--- src/design/modbus_rtu_slave_frame_handler_top_defines.svh ---
// Assertion macros shared by the Modbus RTU frame handler.
`ifndef MODBUS_RTU_SLAVE_FRAME_HANDLER_TOP_DEFINES_SVH
`define MODBUS_RTU_SLAVE_FRAME_HANDLER_TOP_DEFINES_SVH
// Property a implies b at the same edge, checked out of reset.
`define MRS_ASSERT_IMP(label, clk, rst_n, a, b) \
  label: assert property (@(posedge clk) disable iff (!rst_n) (a) |-> (b)) \
    else $error("assertion failed");
// Property a implies b at the next edge.
`define MRS_ASSERT_NXT(label, clk, rst_n, a, b) \
  label: assert property (@(posedge clk) disable iff (!rst_n) (a) |=> (b)) \
    else $error("assertion failed");
`endif

--- src/design/mrs_pkg.sv ---
// Package with codes and helpers for the Modbus RTU frame handler.
`default_nettype none
package mrs_pkg;
  localparam int READ_REGS_DEF   = 16;
  localparam int WRITE_REGS_DEF  = 16;
  localparam int FRAME_BYTES_DEF = 64;

  localparam logic [1:0] KIND_BYTE = 2'd0;
  localparam logic [1:0] KIND_EOF  = 2'd1;
  localparam logic [1:0] KIND_SET  = 2'd2;
  localparam logic [1:0] KIND_GET  = 2'd3;

  localparam logic [7:0] FN_READ   = 8'h03;
  localparam logic [7:0] FN_WRITE1 = 8'h06;
  localparam logic [7:0] FN_WRITEN = 8'h10;
  localparam logic [7:0] EXC_FLAG  = 8'h80;
  localparam logic [7:0] EXC_FUNC  = 8'h01;
  localparam logic [7:0] EXC_ADDR  = 8'h02;
  localparam logic [7:0] EXC_DATA  = 8'h03;

  localparam logic [1:0] REG_SLAVE = 2'd0;
  localparam logic [1:0] REG_RBASE = 2'd1;
  localparam logic [1:0] REG_WBASE = 2'd2;

  localparam logic [15:0] CRC_INIT = 16'hFFFF;
  localparam logic [15:0] CRC_POLY = 16'hA001;

  // One shift step of the reflected CRC-16.
  function automatic logic [15:0] crc_bit(input logic [15:0] c);
    crc_bit = c[0] ? ((c >> 1) ^ CRC_POLY) : (c >> 1);
  endfunction

  // Index mod 10: command index of a multiple write; a single write drives the motor for index mod 10 below 5.
  function automatic logic [3:0] mod10(input logic [4:0] v);
    mod10 = (v >= 5'd20) ? 4'(v - 5'd20) : (v >= 5'd10) ? 4'(v - 5'd10) : v[3:0];
  endfunction
endpackage
`default_nettype wire

--- src/design/modbus_rtu_slave_frame_handler_top.sv ---
// Modbus RTU slave frame handler: frame buffer, CRC unit, server sequencer.
//
// Input channel in_*: kind 0 delivers one received byte, kind 1 marks end of
// frame, kind 2 sets a read-table entry, kind 3 reads a holding register.
// Output channel out_*: response bytes (out_tlast on the final byte) or one
// holding value beat for a kind 3 request.
// An accepted byte that fits in the buffer goes through 8 CRC shift steps.
// End of frame loads and decodes the header (a dropped frame ends once its
// address, length and overrun flag are checked), then a multiple write copies
// its data words; each response byte before the CRC waits for the table read,
// is loaded, goes through 8 CRC steps and is output, and each CRC byte skips
// the CRC steps. Kind 2 is written when accepted; kind 3 goes to the output.
// One item at a time: in_tready is low while an item is worked on.
// Results pass through a one-beat output register; a stalled receiver holds
// the sequencer at that register with no loss.
// Reset clears the counters, CRC and both register tables at once (the
// tables have valid bits), and the configuration returns to address 1, bases
// 0. The configuration port is an APB slave with pready always high.
`default_nettype none
`include "modbus_rtu_slave_frame_handler_top_defines.svh"
module modbus_rtu_slave_frame_handler_top
  import mrs_pkg::*;
#(
  parameter int READ_REGS   = READ_REGS_DEF,
  parameter int WRITE_REGS  = WRITE_REGS_DEF,
  parameter int FRAME_BYTES = FRAME_BYTES_DEF
) (
  input  wire         clk,
  input  wire         rst_n,
  input  wire         in_tvalid,
  output logic        in_tready,
  // tdata: rx_byte[7:0], reg_index[11:8], reg_value[27:12], zeros[31:28]
  input  wire  [31:0] in_tdata,
  // tuser: kind[1:0]
  input  wire  [1:0]  in_tuser,
  output logic        out_tvalid,
  input  wire         out_tready,
  // tdata: tx_byte[7:0], app_value[23:8], motor_command[24], load_command[25],
  // command_index[29:26], zeros[31:30]
  output logic [31:0] out_tdata,
  // tuser: result_kind
  output logic        out_tuser,
  output logic        out_tlast,
  input  wire         cfg_psel,
  input  wire         cfg_penable,
  input  wire         cfg_pwrite,
  input  wire  [3:0]  cfg_paddr,
  input  wire  [31:0] cfg_pwdata,
  output logic [31:0] cfg_prdata,
  output logic        cfg_pready
);
  localparam int FBW = $clog2(FRAME_BYTES);
  localparam int CW  = $clog2(FRAME_BYTES + 1);

  // Sequencer states.
  localparam logic [4:0] S_IDLE = 5'd0,  S_CRC  = 5'd1,  S_EOF  = 5'd2,
                         S_HDR  = 5'd3,  S_DEC  = 5'd4,
                         S_WRN  = 5'd9,  S_EMIT = 5'd10, S_ECRC = 5'd11,
                         S_OUT  = 5'd12, S_GET  = 5'd13,
                         S_ERD  = 5'd15;

  logic [7:0]  slave_r;
  logic [15:0] rbase_r, wbase_r;
  logic        cfg_wr;

  assign cfg_pready = 1'b1;
  assign cfg_wr = cfg_psel & cfg_penable & cfg_pwrite;
  always_comb begin
    case (cfg_paddr[3:2])
      REG_SLAVE: cfg_prdata = {24'd0, slave_r};
      REG_RBASE: cfg_prdata = {16'd0, rbase_r};
      REG_WBASE: cfg_prdata = {16'd0, wbase_r};
      default:   cfg_prdata = 32'd0;
    endcase
  end

  logic [4:0]  st_r;
  logic [3:0]  bit_r;
  logic [15:0] crc_r;
  logic [CW-1:0] cnt_r;
  logic        ovr_r;
  logic [7:0]  fbuf [FRAME_BYTES];
  logic [FBW-1:0] fb_wa;
  logic [FBW-1:0] fb_ra_r;
  logic [7:0]  fb_q_r;
  logic        fb_we;

  logic [15:0] rtab [16];
  logic [15:0] htab [16];
  logic [15:0] rvld_r, hvld_r;
  logic [15:0] rq_r, hq_r;

  // Response registers.
  logic [7:0]  func_r, b2_r, b3_r;
  logic [15:0] start_r, qty_r;
  logic [5:0]  rlen_r;   // payload bytes before CRC
  logic [5:0]  ridx_r;   // byte being emitted
  logic [15:0] tcrc_r;
  logic [7:0]  exc_r;
  logic        isexc_r, motor_r, load_r;
  logic [3:0]  cidx_r;
  logic [3:0]  tidx_r;
  logic [3:0]  gidx_r;
  logic [4:0]  wcnt_r;
  logic [7:0]  hi_r;
  logic [7:0]  cur_r;

  logic [7:0] in_byte;
  logic [3:0] in_idx;
  logic [15:0] in_val;
  assign in_byte = in_tdata[7:0];
  assign in_idx  = in_tdata[11:8];
  assign in_val  = in_tdata[27:12];

  logic        o_v_r, o_last_r, o_kind_r, o_m_r, o_l_r;
  logic [7:0]  o_b_r;
  logic [15:0] o_a_r;
  logic [3:0]  o_c_r;
  assign out_tvalid = o_v_r;
  assign out_tuser  = o_kind_r;
  assign out_tlast  = o_last_r;
  assign out_tdata  = {2'b00, o_c_r, o_l_r, o_m_r, o_a_r, o_b_r};

  assign in_tready = (st_r == S_IDLE);
  logic acc;
  assign acc = in_tvalid & in_tready;

  assign fb_we = acc && in_tuser == KIND_BYTE && !ovr_r && cnt_r < CW'(FRAME_BYTES);
  assign fb_wa = cnt_r[FBW-1:0];
  always_ff @(posedge clk) begin
    if (fb_we) fbuf[fb_wa] <= in_byte;
    fb_q_r <= fbuf[fb_ra_r];
  end

  // Table ports: the read table is written by an accepted kind 2 item, the holding table by the sequencer.
  logic        rt_we, ht_we;
  logic [3:0]  rt_wa, ht_wa, rt_ra, ht_ra;
  logic [15:0] ht_wd;
  always_ff @(posedge clk) begin
    if (rt_we) rtab[rt_wa] <= in_val;
    if (ht_we) htab[ht_wa] <= ht_wd;
    rq_r <= rvld_r[rt_ra] ? rtab[rt_ra] : 16'd0;
    hq_r <= hvld_r[ht_ra] ? htab[ht_ra] : 16'd0;
  end
  assign rt_we = acc && in_tuser == KIND_SET && 32'(in_idx) < READ_REGS;
  assign rt_wa = in_idx;
  assign rt_ra = tidx_r;
  // The input beat may change after it is accepted, so the held index is used later.
  assign ht_ra = (st_r == S_IDLE) ? in_idx : gidx_r;

  // Derived response byte at position ridx_r.
  logic [7:0] rbyte;
  always_comb begin
    rbyte = 8'd0;
    if (isexc_r) begin
      case (ridx_r)
        6'd0: rbyte = slave_r;
        6'd1: rbyte = func_r | EXC_FLAG;
        default: rbyte = exc_r;
      endcase
    end else if (func_r == FN_READ) begin
      case (ridx_r)
        6'd0: rbyte = slave_r;
        6'd1: rbyte = FN_READ;
        6'd2: rbyte = {qty_r[6:0], 1'b0};
        default: rbyte = ridx_r[0] ? rq_r[15:8] : rq_r[7:0];
      endcase
    end else begin
      case (ridx_r)
        6'd0: rbyte = slave_r;
        6'd1: rbyte = func_r;
        6'd2: rbyte = b2_r;
        6'd3: rbyte = b3_r;
        6'd4: rbyte = qty_r[15:8];
        default: rbyte = qty_r[7:0];
      endcase
    end
  end

  logic [16:0] roff, woff;
  logic [17:0] rend, wend;
  assign roff = {1'b0, start_r} - {1'b0, rbase_r};
  assign woff = {1'b0, start_r} - {1'b0, wbase_r};
  assign rend = {1'b0, roff} + {2'b0, qty_r};
  assign wend = {1'b0, woff} + {2'b0, qty_r};

  logic [3:0] rd_phase_r;  // sub-step inside header/data loads

  always_ff @(posedge clk) begin
    if (!rst_n) begin
      st_r <= S_IDLE; cnt_r <= '0; ovr_r <= 1'b0; crc_r <= CRC_INIT;
      slave_r <= 8'd1; rbase_r <= 16'd0; wbase_r <= 16'd0;
      rvld_r <= '0; hvld_r <= '0; o_v_r <= 1'b0; ht_we <= 1'b0;
      bit_r <= '0; rd_phase_r <= '0;
    end else begin
      ht_we <= 1'b0;
      if (cfg_wr) begin
        case (cfg_paddr[3:2])
          REG_SLAVE: slave_r <= cfg_pwdata[7:0];
          REG_RBASE: rbase_r <= cfg_pwdata[15:0];
          REG_WBASE: wbase_r <= cfg_pwdata[15:0];
          default: ;
        endcase
      end
      if (out_tready) o_v_r <= 1'b0;
      if (rt_we) rvld_r[in_idx] <= 1'b1;
      case (st_r)
        S_IDLE: if (acc) begin
          case (in_tuser)
            KIND_BYTE: begin
              if (fb_we) begin
                cnt_r <= cnt_r + 1'b1; crc_r <= crc_r ^ {8'd0, in_byte};
                bit_r <= 4'd0; st_r <= S_CRC;
              end else ovr_r <= 1'b1;
            end
            KIND_EOF: begin
              fb_ra_r <= '0; rd_phase_r <= '0; st_r <= S_EOF;
            end
            KIND_GET: begin
              gidx_r <= in_idx; st_r <= S_GET;
            end
            default: ;
          endcase
        end
        S_CRC: begin
          crc_r <= crc_bit(crc_r); bit_r <= bit_r + 1'b1;
          if (bit_r == 4'd7) st_r <= S_IDLE;
        end
        S_GET: if (!o_v_r || out_tready) begin
          o_v_r <= 1'b1; o_kind_r <= 1'b1; o_b_r <= 8'd0; o_last_r <= 1'b0;
          o_a_r <= (32'(gidx_r) < WRITE_REGS) ? hq_r : 16'd0;
          o_m_r <= 1'b0; o_l_r <= 1'b0; o_c_r <= 4'd0; st_r <= S_IDLE;
        end
        S_EOF: begin
          // Load header bytes 0..5 one per cycle (registered read).
          fb_ra_r <= fb_ra_r + 1'b1; rd_phase_r <= rd_phase_r + 1'b1;
          case (rd_phase_r)
            4'd2: func_r <= fb_q_r;
            4'd3: b2_r <= fb_q_r;
            4'd4: b3_r <= fb_q_r;
            4'd5: qty_r[15:8] <= fb_q_r;
            4'd6: qty_r[7:0] <= fb_q_r;
            default: ;
          endcase
          if (rd_phase_r == 4'd1) begin
            if (ovr_r || cnt_r < CW'(8) || fb_q_r != slave_r) st_r <= S_HDR;
          end
          if (rd_phase_r == 4'd6) begin
            start_r <= {b2_r, b3_r}; st_r <= S_DEC;
          end
        end
        S_HDR: begin
          // Drop the frame silently.
          cnt_r <= '0; ovr_r <= 1'b0; crc_r <= CRC_INIT; st_r <= S_IDLE;
        end
        S_DEC: begin
          isexc_r <= 1'b0; motor_r <= 1'b0; load_r <= 1'b0; cidx_r <= 4'd0;
          st_r <= S_EMIT; ridx_r <= '0; tcrc_r <= CRC_INIT;
          if (crc_r != 16'd0) begin
            isexc_r <= 1'b1; exc_r <= EXC_DATA; rlen_r <= 6'd3;
          end else if (func_r == FN_READ) begin
            if (start_r < rbase_r || rend > 18'(READ_REGS)) begin
              isexc_r <= 1'b1; exc_r <= EXC_ADDR; rlen_r <= 6'd3;
            end else begin
              rlen_r <= 6'(3 + 2 * qty_r[4:0]); tidx_r <= roff[3:0];
            end
          end else if (func_r == FN_WRITE1) begin
            if (start_r < wbase_r || woff >= 17'(WRITE_REGS)) begin
              isexc_r <= 1'b1; exc_r <= EXC_ADDR; rlen_r <= 6'd3;
            end else begin
              ht_we <= 1'b1; ht_wa <= woff[3:0]; ht_wd <= qty_r;
              hvld_r[woff[3:0]] <= 1'b1;
              motor_r <= mod10({1'b0, woff[3:0]}) < 4'd5;
              load_r <= !(mod10({1'b0, woff[3:0]}) < 4'd5);
              cidx_r <= woff[3:0]; rlen_r <= 6'd6;
              if (cnt_r != CW'(8)) begin
                isexc_r <= 1'b1; exc_r <= EXC_DATA; rlen_r <= 6'd3;
              end
            end
          end else if (func_r == FN_WRITEN) begin
            if (start_r < wbase_r || wend > 18'(WRITE_REGS)) begin
              isexc_r <= 1'b1; exc_r <= EXC_ADDR; rlen_r <= 6'd3;
            end else if ({{(18-CW){1'b0}}, cnt_r} < 18'd9 + {1'b0, qty_r, 1'b0}) begin
              isexc_r <= 1'b1; exc_r <= EXC_DATA; rlen_r <= 6'd3;
            end else begin
              motor_r <= 1'b1; cidx_r <= mod10({1'b0, woff[3:0]});
              rlen_r <= 6'd6; tidx_r <= woff[3:0]; wcnt_r <= '0;
              fb_ra_r <= FBW'(7); rd_phase_r <= '0;
              st_r <= S_WRN;
            end
          end else begin
            isexc_r <= 1'b1; exc_r <= EXC_FUNC; rlen_r <= 6'd3;
          end
        end
        S_WRN: begin
          // Copy data words: hold the high byte read, then write the word with the low byte read.
          if (5'(wcnt_r) == qty_r[4:0] && rd_phase_r == 4'd0) begin
            st_r <= S_EMIT;
          end else begin
            rd_phase_r <= rd_phase_r + 1'b1;
            case (rd_phase_r)
              4'd0: fb_ra_r <= fb_ra_r + 1'b1;
              4'd1: begin hi_r <= fb_q_r; fb_ra_r <= fb_ra_r + 1'b1; end
              default: begin
                ht_we <= 1'b1; ht_wa <= tidx_r; ht_wd <= {hi_r, fb_q_r};
                hvld_r[tidx_r] <= 1'b1; tidx_r <= tidx_r + 1'b1;
                wcnt_r <= wcnt_r + 1'b1; rd_phase_r <= '0;
              end
            endcase
          end
        end
        S_EMIT: begin
          // Wait state so the registered read-table data matches ridx_r.
          st_r <= S_ERD;
        end
        S_ERD: begin
          if (ridx_r < rlen_r) begin
            cur_r <= rbyte; tcrc_r <= tcrc_r ^ {8'd0, rbyte};
          end else cur_r <= (ridx_r == rlen_r) ? tcrc_r[7:0] : tcrc_r[15:8];
          bit_r <= 4'd0;
          st_r <= (ridx_r < rlen_r) ? S_ECRC : S_OUT;
        end
        S_ECRC: begin
          tcrc_r <= crc_bit(tcrc_r); bit_r <= bit_r + 1'b1;
          if (bit_r == 4'd7) st_r <= S_OUT;
        end
        S_OUT: if (!o_v_r || out_tready) begin
          o_v_r <= 1'b1; o_kind_r <= 1'b0; o_b_r <= cur_r; o_a_r <= 16'd0;
          o_last_r <= (ridx_r == rlen_r + 6'd1);
          o_m_r <= (ridx_r == rlen_r + 6'd1) & motor_r;
          o_l_r <= (ridx_r == rlen_r + 6'd1) & load_r;
          o_c_r <= (ridx_r == rlen_r + 6'd1) ? cidx_r : 4'd0;
          if (ridx_r == rlen_r + 6'd1) begin
            cnt_r <= '0; ovr_r <= 1'b0; crc_r <= CRC_INIT; st_r <= S_IDLE;
          end else begin
            ridx_r <= ridx_r + 1'b1;
            if (func_r == FN_READ && !isexc_r && ridx_r >= 6'd3 && !ridx_r[0])
              tidx_r <= tidx_r + 1'b1;
            st_r <= S_EMIT;
          end
        end
        default: st_r <= S_IDLE;
      endcase
    end
  end

  `MRS_ASSERT_IMP(a_busy_notready, clk, rst_n, st_r != S_IDLE, !in_tready)
  `MRS_ASSERT_IMP(a_cnt_bound, clk, rst_n, 1'b1, cnt_r <= CW'(FRAME_BYTES))
  `MRS_ASSERT_NXT(a_hold, clk, rst_n, out_tvalid && !out_tready, out_tvalid)
endmodule
`default_nettype wire

--- config.mk ---
export PLATFORM = sky130hd
export DESIGN_NAME = modbus_rtu_slave_frame_handler_top
export DESIGN_NICKNAME = d
export VERILOG_FILES = /design/src/design/mrs_pkg.sv /design/src/design/modbus_rtu_slave_frame_handler_top.sv
export VERILOG_INCLUDE_DIRS = /design/src /design/src/design
export SDC_FILE = /design/constraint.sdc
export NUM_CORES = 2
export LEC_CHECK = 0
export BUFFER_PORTS_ARGS = -buffer_cell sky130_fd_sc_hd__buf_2
export CORE_MARGIN = 5
export CORE_UTILIZATION = 47
export CTS_CLUSTER_DIAMETER = 200
export DETAILED_ROUTE_END_ITERATION = 8
export PLACE_DENSITY = 0.7
export SETUP_SLACK_MARGIN = 0.5
export SYNTH_ARGS = -nofsm -noshare
export SYNTH_HDL_FRONTEND = slang
export SYNTH_SLANG_ARGS = --single-unit
--- constraint.sdc ---
create_clock -name clk -period 10.3 [get_ports clk]
set_input_delay 1.03 -clock clk [delete_from_list [all_inputs] [get_ports clk]]
set_output_delay 1.03 -clock clk [all_outputs]
set_load 0.05 [all_outputs]
==> flow_summary.html <==
<table>
<tr><th>Metric</th><th>Value</th></tr>
<tr><th colspan="2">Layout</th></tr>
<tr><td>Fraction of final layout cells sized beyond drive strength 1</td><td>0.170</td></tr>
<tr><td>Layout Cells excl Fill</td><td>5718</td></tr>
<tr><td>Largest registers</td><td>fbuf: 512 flops, htab: 256 flops, rtab: 256 flops</td></tr>
<tr><td>Finished layout cell area</td><td>64900 um^2</td></tr>
<tr><td>Number of nets at the end of the flow</td><td>4141</td></tr>
<tr><td>Register Area</td><td>39200 um^2</td></tr>
<tr><td>Largest Register</td><td>fbuf</td></tr>
<tr><td>Filler Cell Count</td><td>9964</td></tr>
<tr><td>Max reg flops</td><td>512</td></tr>
<tr><td>Area growth from synthesis to final layout</td><td>11.8%</td></tr>
<tr><td>Total area of multi-input combinational cells</td><td>17800 um^2</td></tr>
<tr><th colspan="2">Yosys</th></tr>
<tr><td>Post-synthesis cell type count</td><td>84</td></tr>
<tr><td>Main flop type after synthesis</td><td>edfxtp_1</td></tr>
<tr><td>Proportion of register bits with asynchronous set or reset after synthesis</td><td>0</td></tr>
<tr><td>Count of warnings emitted by yosys</td><td>0</td></tr>
<tr><td>Number of synthesized register bits</td><td>1354</td></tr>
<tr><td>Post-synthesis cell count</td><td>3837</td></tr>
<tr><td>Number of enable-type register cells in the synthesized netlist</td><td>1204</td></tr>
<tr><td>Share of synthesized area occupied by flip-flops and latches</td><td>0.675</td></tr>
<tr><td>Dominant combinational cell family by area after synthesis</td><td>multiplexers</td></tr>
<tr><td>Mean area per synthesized cell</td><td>15.1 um^2</td></tr>
<tr><td>Multiplexer share of the synthesized area</td><td>0.118</td></tr>
<tr><td>Fraction of the mapped netlist area in compound gates</td><td>0.0750</td></tr>
<tr><td>Simple-gate share of the synthesized area</td><td>0.0728</td></tr>
<tr><td>Cell area after technology mapping</td><td>58000 um^2</td></tr>
<tr><td>Xor/xnor share of the synthesized area</td><td>0.0143</td></tr>
<tr><td>Adder-cell share of the synthesized area</td><td>0.0229</td></tr>
<tr><th colspan="2">Flow run</th></tr>
<tr><td># Max-Cap Violations</td><td>0</td></tr>
<tr><th colspan="2">Placement</th></tr>
<tr><td>Cell Count Post-Placement</td><td>5455</td></tr>
<tr><td>Post-detail-place hpwl</td><td>86.8 mm</td></tr>
<tr><td>Weighted congestion at the end of routability-driven global placement</td><td>0.912</td></tr>
<tr><td>Placed standard-cell area</td><td>60500 um^2</td></tr>
<tr><td>Number of port buffers</td><td>104</td></tr>
<tr><th colspan="2">Setup path</th></tr>
<tr><td>Most used cell along the critical path</td><td>nor3_1</td></tr>
<tr><td>Worst Path Class, Setup</td><td>reg -&gt; reg</td></tr>
<tr><td>Largest fanout on the critical path</td><td>8</td></tr>
<tr><td>Delay contributed by the slowest stage of the critical path</td><td>0.94 ns</td></tr>
<tr><td>Worst path cell trace</td><td>inv_1, ha_1, nand4_1, nor3_1, a31oi_1, a21boi_0, nor3_1, a31oi_1, o221a_2, inv_1, ha_1, nand2_1, o21ai_0, a21oi_1, o31ai_1, or2_2, a211oi_1, o2111ai_2, nor3_1, a41o_1, nor4_1</td></tr>
<tr><td>CP arrival</td><td>6.38 ns</td></tr>
<tr><td>Critical path's slowest cell</td><td>nor3_1</td></tr>
<tr><td>Internal reg-to-reg setup slack</td><td>4.41 ns</td></tr>
<tr><td>Startpoint kind of the worst setup timing path</td><td>flop</td></tr>
<tr><td>Worst path bufs/invs</td><td>2</td></tr>
<tr><td>Worst EP required</td><td>10.79 ns</td></tr>
<tr><td>Cell family contributing the most delay on the critical path</td><td>compound AO/OA/AOI/OAI gates</td></tr>
<tr><td>Element type at the critical path end</td><td>flop</td></tr>
<tr><th colspan="2">STA</th></tr>
<tr><td>Slew at the pin closest to its max-slew limit</td><td>1.24 ns</td></tr>
<tr><td>Clock Skew</td><td>0.0272 ns</td></tr>
<tr><td>Slew Limit Fails</td><td>0</td></tr>
<tr><td>Post-Route Setup TNS</td><td>0 ns</td></tr>
<tr><td>Crit share post-route</td><td>0.572</td></tr>
<tr><td>Minimum hold slack</td><td>0.450 ns</td></tr>
<tr><td>Post-layout minimum cycle time</td><td>5.89 ns</td></tr>
<tr><td>Max-Slew Margin vs Limit</td><td>0.170</td></tr>
<tr><td>Unrepaired setup endpoints after global routing</td><td>false</td></tr>
<tr><td>Endpoints failing setup</td><td>0</td></tr>
<tr><td>Count of final hold-check violations</td><td>0</td></tr>
<tr><td>Peak Freq</td><td>170 MHz</td></tr>
<tr><th colspan="2">CTS</th></tr>
<tr><td># Post-CTS Setup Buffers</td><td>0</td></tr>
<tr><td># H-tree levels</td><td>4</td></tr>
<tr><td>Number of resized instances in the post-cts repair step</td><td>0</td></tr>
<tr><td>Clock root buffer</td><td>clkbuf_16</td></tr>
<tr><td>Clock insertion delay at the later pin of the skew report</td><td>0.76 ns</td></tr>
<tr><td>CTS tree</td><td>yes</td></tr>
<tr><td>TritonCTS buffer count</td><td>139</td></tr>
<tr><td>Number of buffers between clock root and the deepest sink</td><td>3</td></tr>
<tr><td>Register clock-pin slew on the reported worst setup and hold paths</td><td>0.06 ns</td></tr>
<tr><td>CTS sink cnt</td><td>1354</td></tr>
<tr><td>Hold buffer count at CTS</td><td>0</td></tr>
<tr><th colspan="2">Route</th></tr>
<tr><td>Antenna Nets Post-Route</td><td>0</td></tr>
<tr><td>Total routed wirelength</td><td>139 mm</td></tr>
<tr><td>Average detailed-routed wire length per instance</td><td>24.3 um</td></tr>
<tr><td>Detailed-route via count</td><td>33600</td></tr>
<tr><td>DR vias/cell</td><td>5.87</td></tr>
<tr><td>Post-route DRC</td><td>0</td></tr>
<tr><td>First-iteration detailed-routing DRC count</td><td>3377</td></tr>
<tr><td>Count of TritonRoute iterations in the first routing pass</td><td>5</td></tr>
<tr><th colspan="2">Power and ir drop</th></tr>
<tr><td>Flop pwr share</td><td>0.484</td></tr>
<tr><td>Power consumption</td><td>12.8 mW</td></tr>
<tr><td>Power Dens Cells</td><td>197 nW/um^2</td></tr>
<tr><td>Relative contribution of combinational cells to total power</td><td>0.137</td></tr>
<tr><td>Clock group share of total power</td><td>0.379</td></tr>
<tr><td>Maximum ir drop on the vdd rail</td><td>0.000199 V</td></tr>
<tr><td>Int Power</td><td>9.49 mW</td></tr>
<tr><td>Net switching component of the power</td><td>3.28 mW</td></tr>
<tr><td>Sw Ratio</td><td>0.257</td></tr>
<tr><td>Static leakage</td><td>21.7 nW</td></tr>
<tr><th colspan="2">Floorplan</th></tr>
<tr><td>Area of the core</td><td>123000 um^2</td></tr>
<tr><td>DIE AREA</td><td>131000 um^2</td></tr>
<tr><td>Starting density of the core</td><td>0.471</td></tr>
<tr><td>Width of the die</td><td>361 um</td></tr>
<tr><td>Vertical die dimension</td><td>361 um</td></tr>
<tr><td>I/O pin count</td><td>146</td></tr>
<tr><td># rows</td><td>129</td></tr>
<tr><th colspan="2">Global routing</th></tr>
<tr><td>Residual overflow from global routing</td><td>0</td></tr>
<tr><td>Global-route wire length before repair</td><td>211 mm</td></tr>
<tr><td>Maximum number of pins on one net before global-route repair</td><td>142</td></tr>
<tr><td>Global Route Usage Sum</td><td>0.211</td></tr>
<tr><td>Antenna violations before repair</td><td>13</td></tr>
<tr><td>Via count of the first global-routing pass</td><td>33500</td></tr>
<tr><th colspan="2">Outcome</th></tr>
<tr><td>Run status</td><td>finished clean</td></tr>
<tr><th colspan="2">Hold path</th></tr>
<tr><td>Hold crit path type</td><td>reg -&gt; reg</td></tr>
</table>
[power groups by stage]
| stage | sequential [mW] | clock (mW) | combinational [mW] |
|---|---|---|---|
| 6_report | 6.18 | 4.84 | 1.75 |
| 5_1_grt | 6.19 | 5.19 | 1.89 |
| 4_1_cts | 6.18 | 4.93 | 1.75 |
| 3_5_place_dp | 6.29 | 0 | 1.73 |
| 3_3_place_gp | 6.29 | 0 | 1.71 |
| 2_1_floorplan | 6.23 | 0 | 1.24 |
[metal layers]
| metal | vias up | share of wire | wire [um] | global-route usage |
|---|---|---|---|---|
| li1 | 15100 | - | - | - |
| met1 | 16800 | 0.40 | 55800 | 0.281 |
| met2 | 1367 | 0.49 | 68300 | 0.351 |
| met3 | 276 | 0.072 | 9940 | 0.0379 |
| met4 | 0 | 0.035 | 4910 | 0.0783 |
| met5 | - | 0 | 0 | 0 |
[metrics by stage]
stage               setup slack, ns   util
CTS                            4.67  0.527
floorplan                      5.66      -
global route                   4.13  0.527
global placement               4.72  0.491
finish                         4.41  0.527
detailed placement             4.67  0.491
[final timing paths]
| check | from | to | depth (start not counted) |
|---|---|---|---|
| setup / recovery | wbase_r[5] | exc_r[0] | 21 |
| hold / removal | hvld_r[10] | hvld_r[10] | 2 |
| setup reg to reg | wbase_r[5] | exc_r[0] | 21 |
| hold reg to reg | hvld_r[10] | hvld_r[10] | 2 |
[synth_stat cells, types with 17 or more instances]
cell	n	area, um^2
edfxtp_1	1204	36200
nand2_1	359	1350
mux4_2	224	5040
nor2_1	209	785
a21oi_1	159	796
dfxtp_1	150	3000
mux2i_1	144	1440
o21ai_0	143	716
clkbuf_1	141	529
ha_1	100	1250
inv_1	92	345
nand3_1	57	285
nor2b_1	55	344
nor3_1	51	255
xnor2_1	48	420
xor2_1	47	412
o22ai_1	41	257
and2_1	39	244
a21boi_0	38	285
o21a_1	37	278
mux2_2	33	372
o221ai_1	33	289
and3_1	31	194
a22oi_1	29	218
a21o_1	26	195
buf_1	25	93.8
buf_4	23	173
a31oi_1	22	138
nand4_1	22	138
a211oi_1	21	158
buf_2	18	90.1
nand2b_1	18	113
nor4_1	17	106
[logic make-up (layout without fill, tap and decap cells)]
family	after synthesis	count (layout)
muxes	401	401
AOI/OAI and AO/OA	663	663
and+or+nand+nor	913	913
DFF	1354	1354
other	2	28
xor gates and xnor gates	95	95
adders and majority gates	104	104
buffers and inverters	305	523
[area by class of cell]
| type | instances | area share |
|---|---|---|
| inverter | 94 | 0.00544 |
| multi-input combinational | 2195 | 0.275 |
| sequential | 1354 | 0.604 |
| antenna | 9 | 0.000347 |
| clock buffer | 191 | 0.0591 |
| clock inverter | 62 | 0.00837 |
| timing repair buffer | 176 | 0.0165 |
| tap | 1637 | 0.0316 |
[layout by cell type (no fill, tap or decap), types with 16 or more instances in the layout]
cell type	instances
nor4_1	17
o22ai_1	41
mux2i_1	140
edfxtp_1	1204
nor2_1	184
nand2b_1	17
mux4_2	224
clkbuf_1	39
a21boi_0	38
xor2_1	47
and3_1	31
nand2_1	359
a211oi_1	21
ha_1	100
clkinv_2	20
o221ai_1	33
a22oi_1	29
clkbuf_16	142
conb_1	19
nand4_1	22
a31oi_1	21
o211a_1	16
o21ai_0	142
clkinv_1	16
nor2_2	24
nor3_1	42
dfxtp_1	150
a21oi_1	159
buf_2	104
mux2_2	33
and2_1	39
nor2b_1	55
a21o_1	26
inv_1	92
o21a_1	37
xnor2_1	48
buf_4	71
nand3_1	57
[worst min-delay path, delay by kind of cell, from the launching register on]
family	cells	cell delay (ns)
AO/OA/AOI/OAI	1	0.05
flip-flops	1	0.31
AND/OR/NAND/NOR	1	0.05
Note: power is estimated with default switching activity, not from simulation.
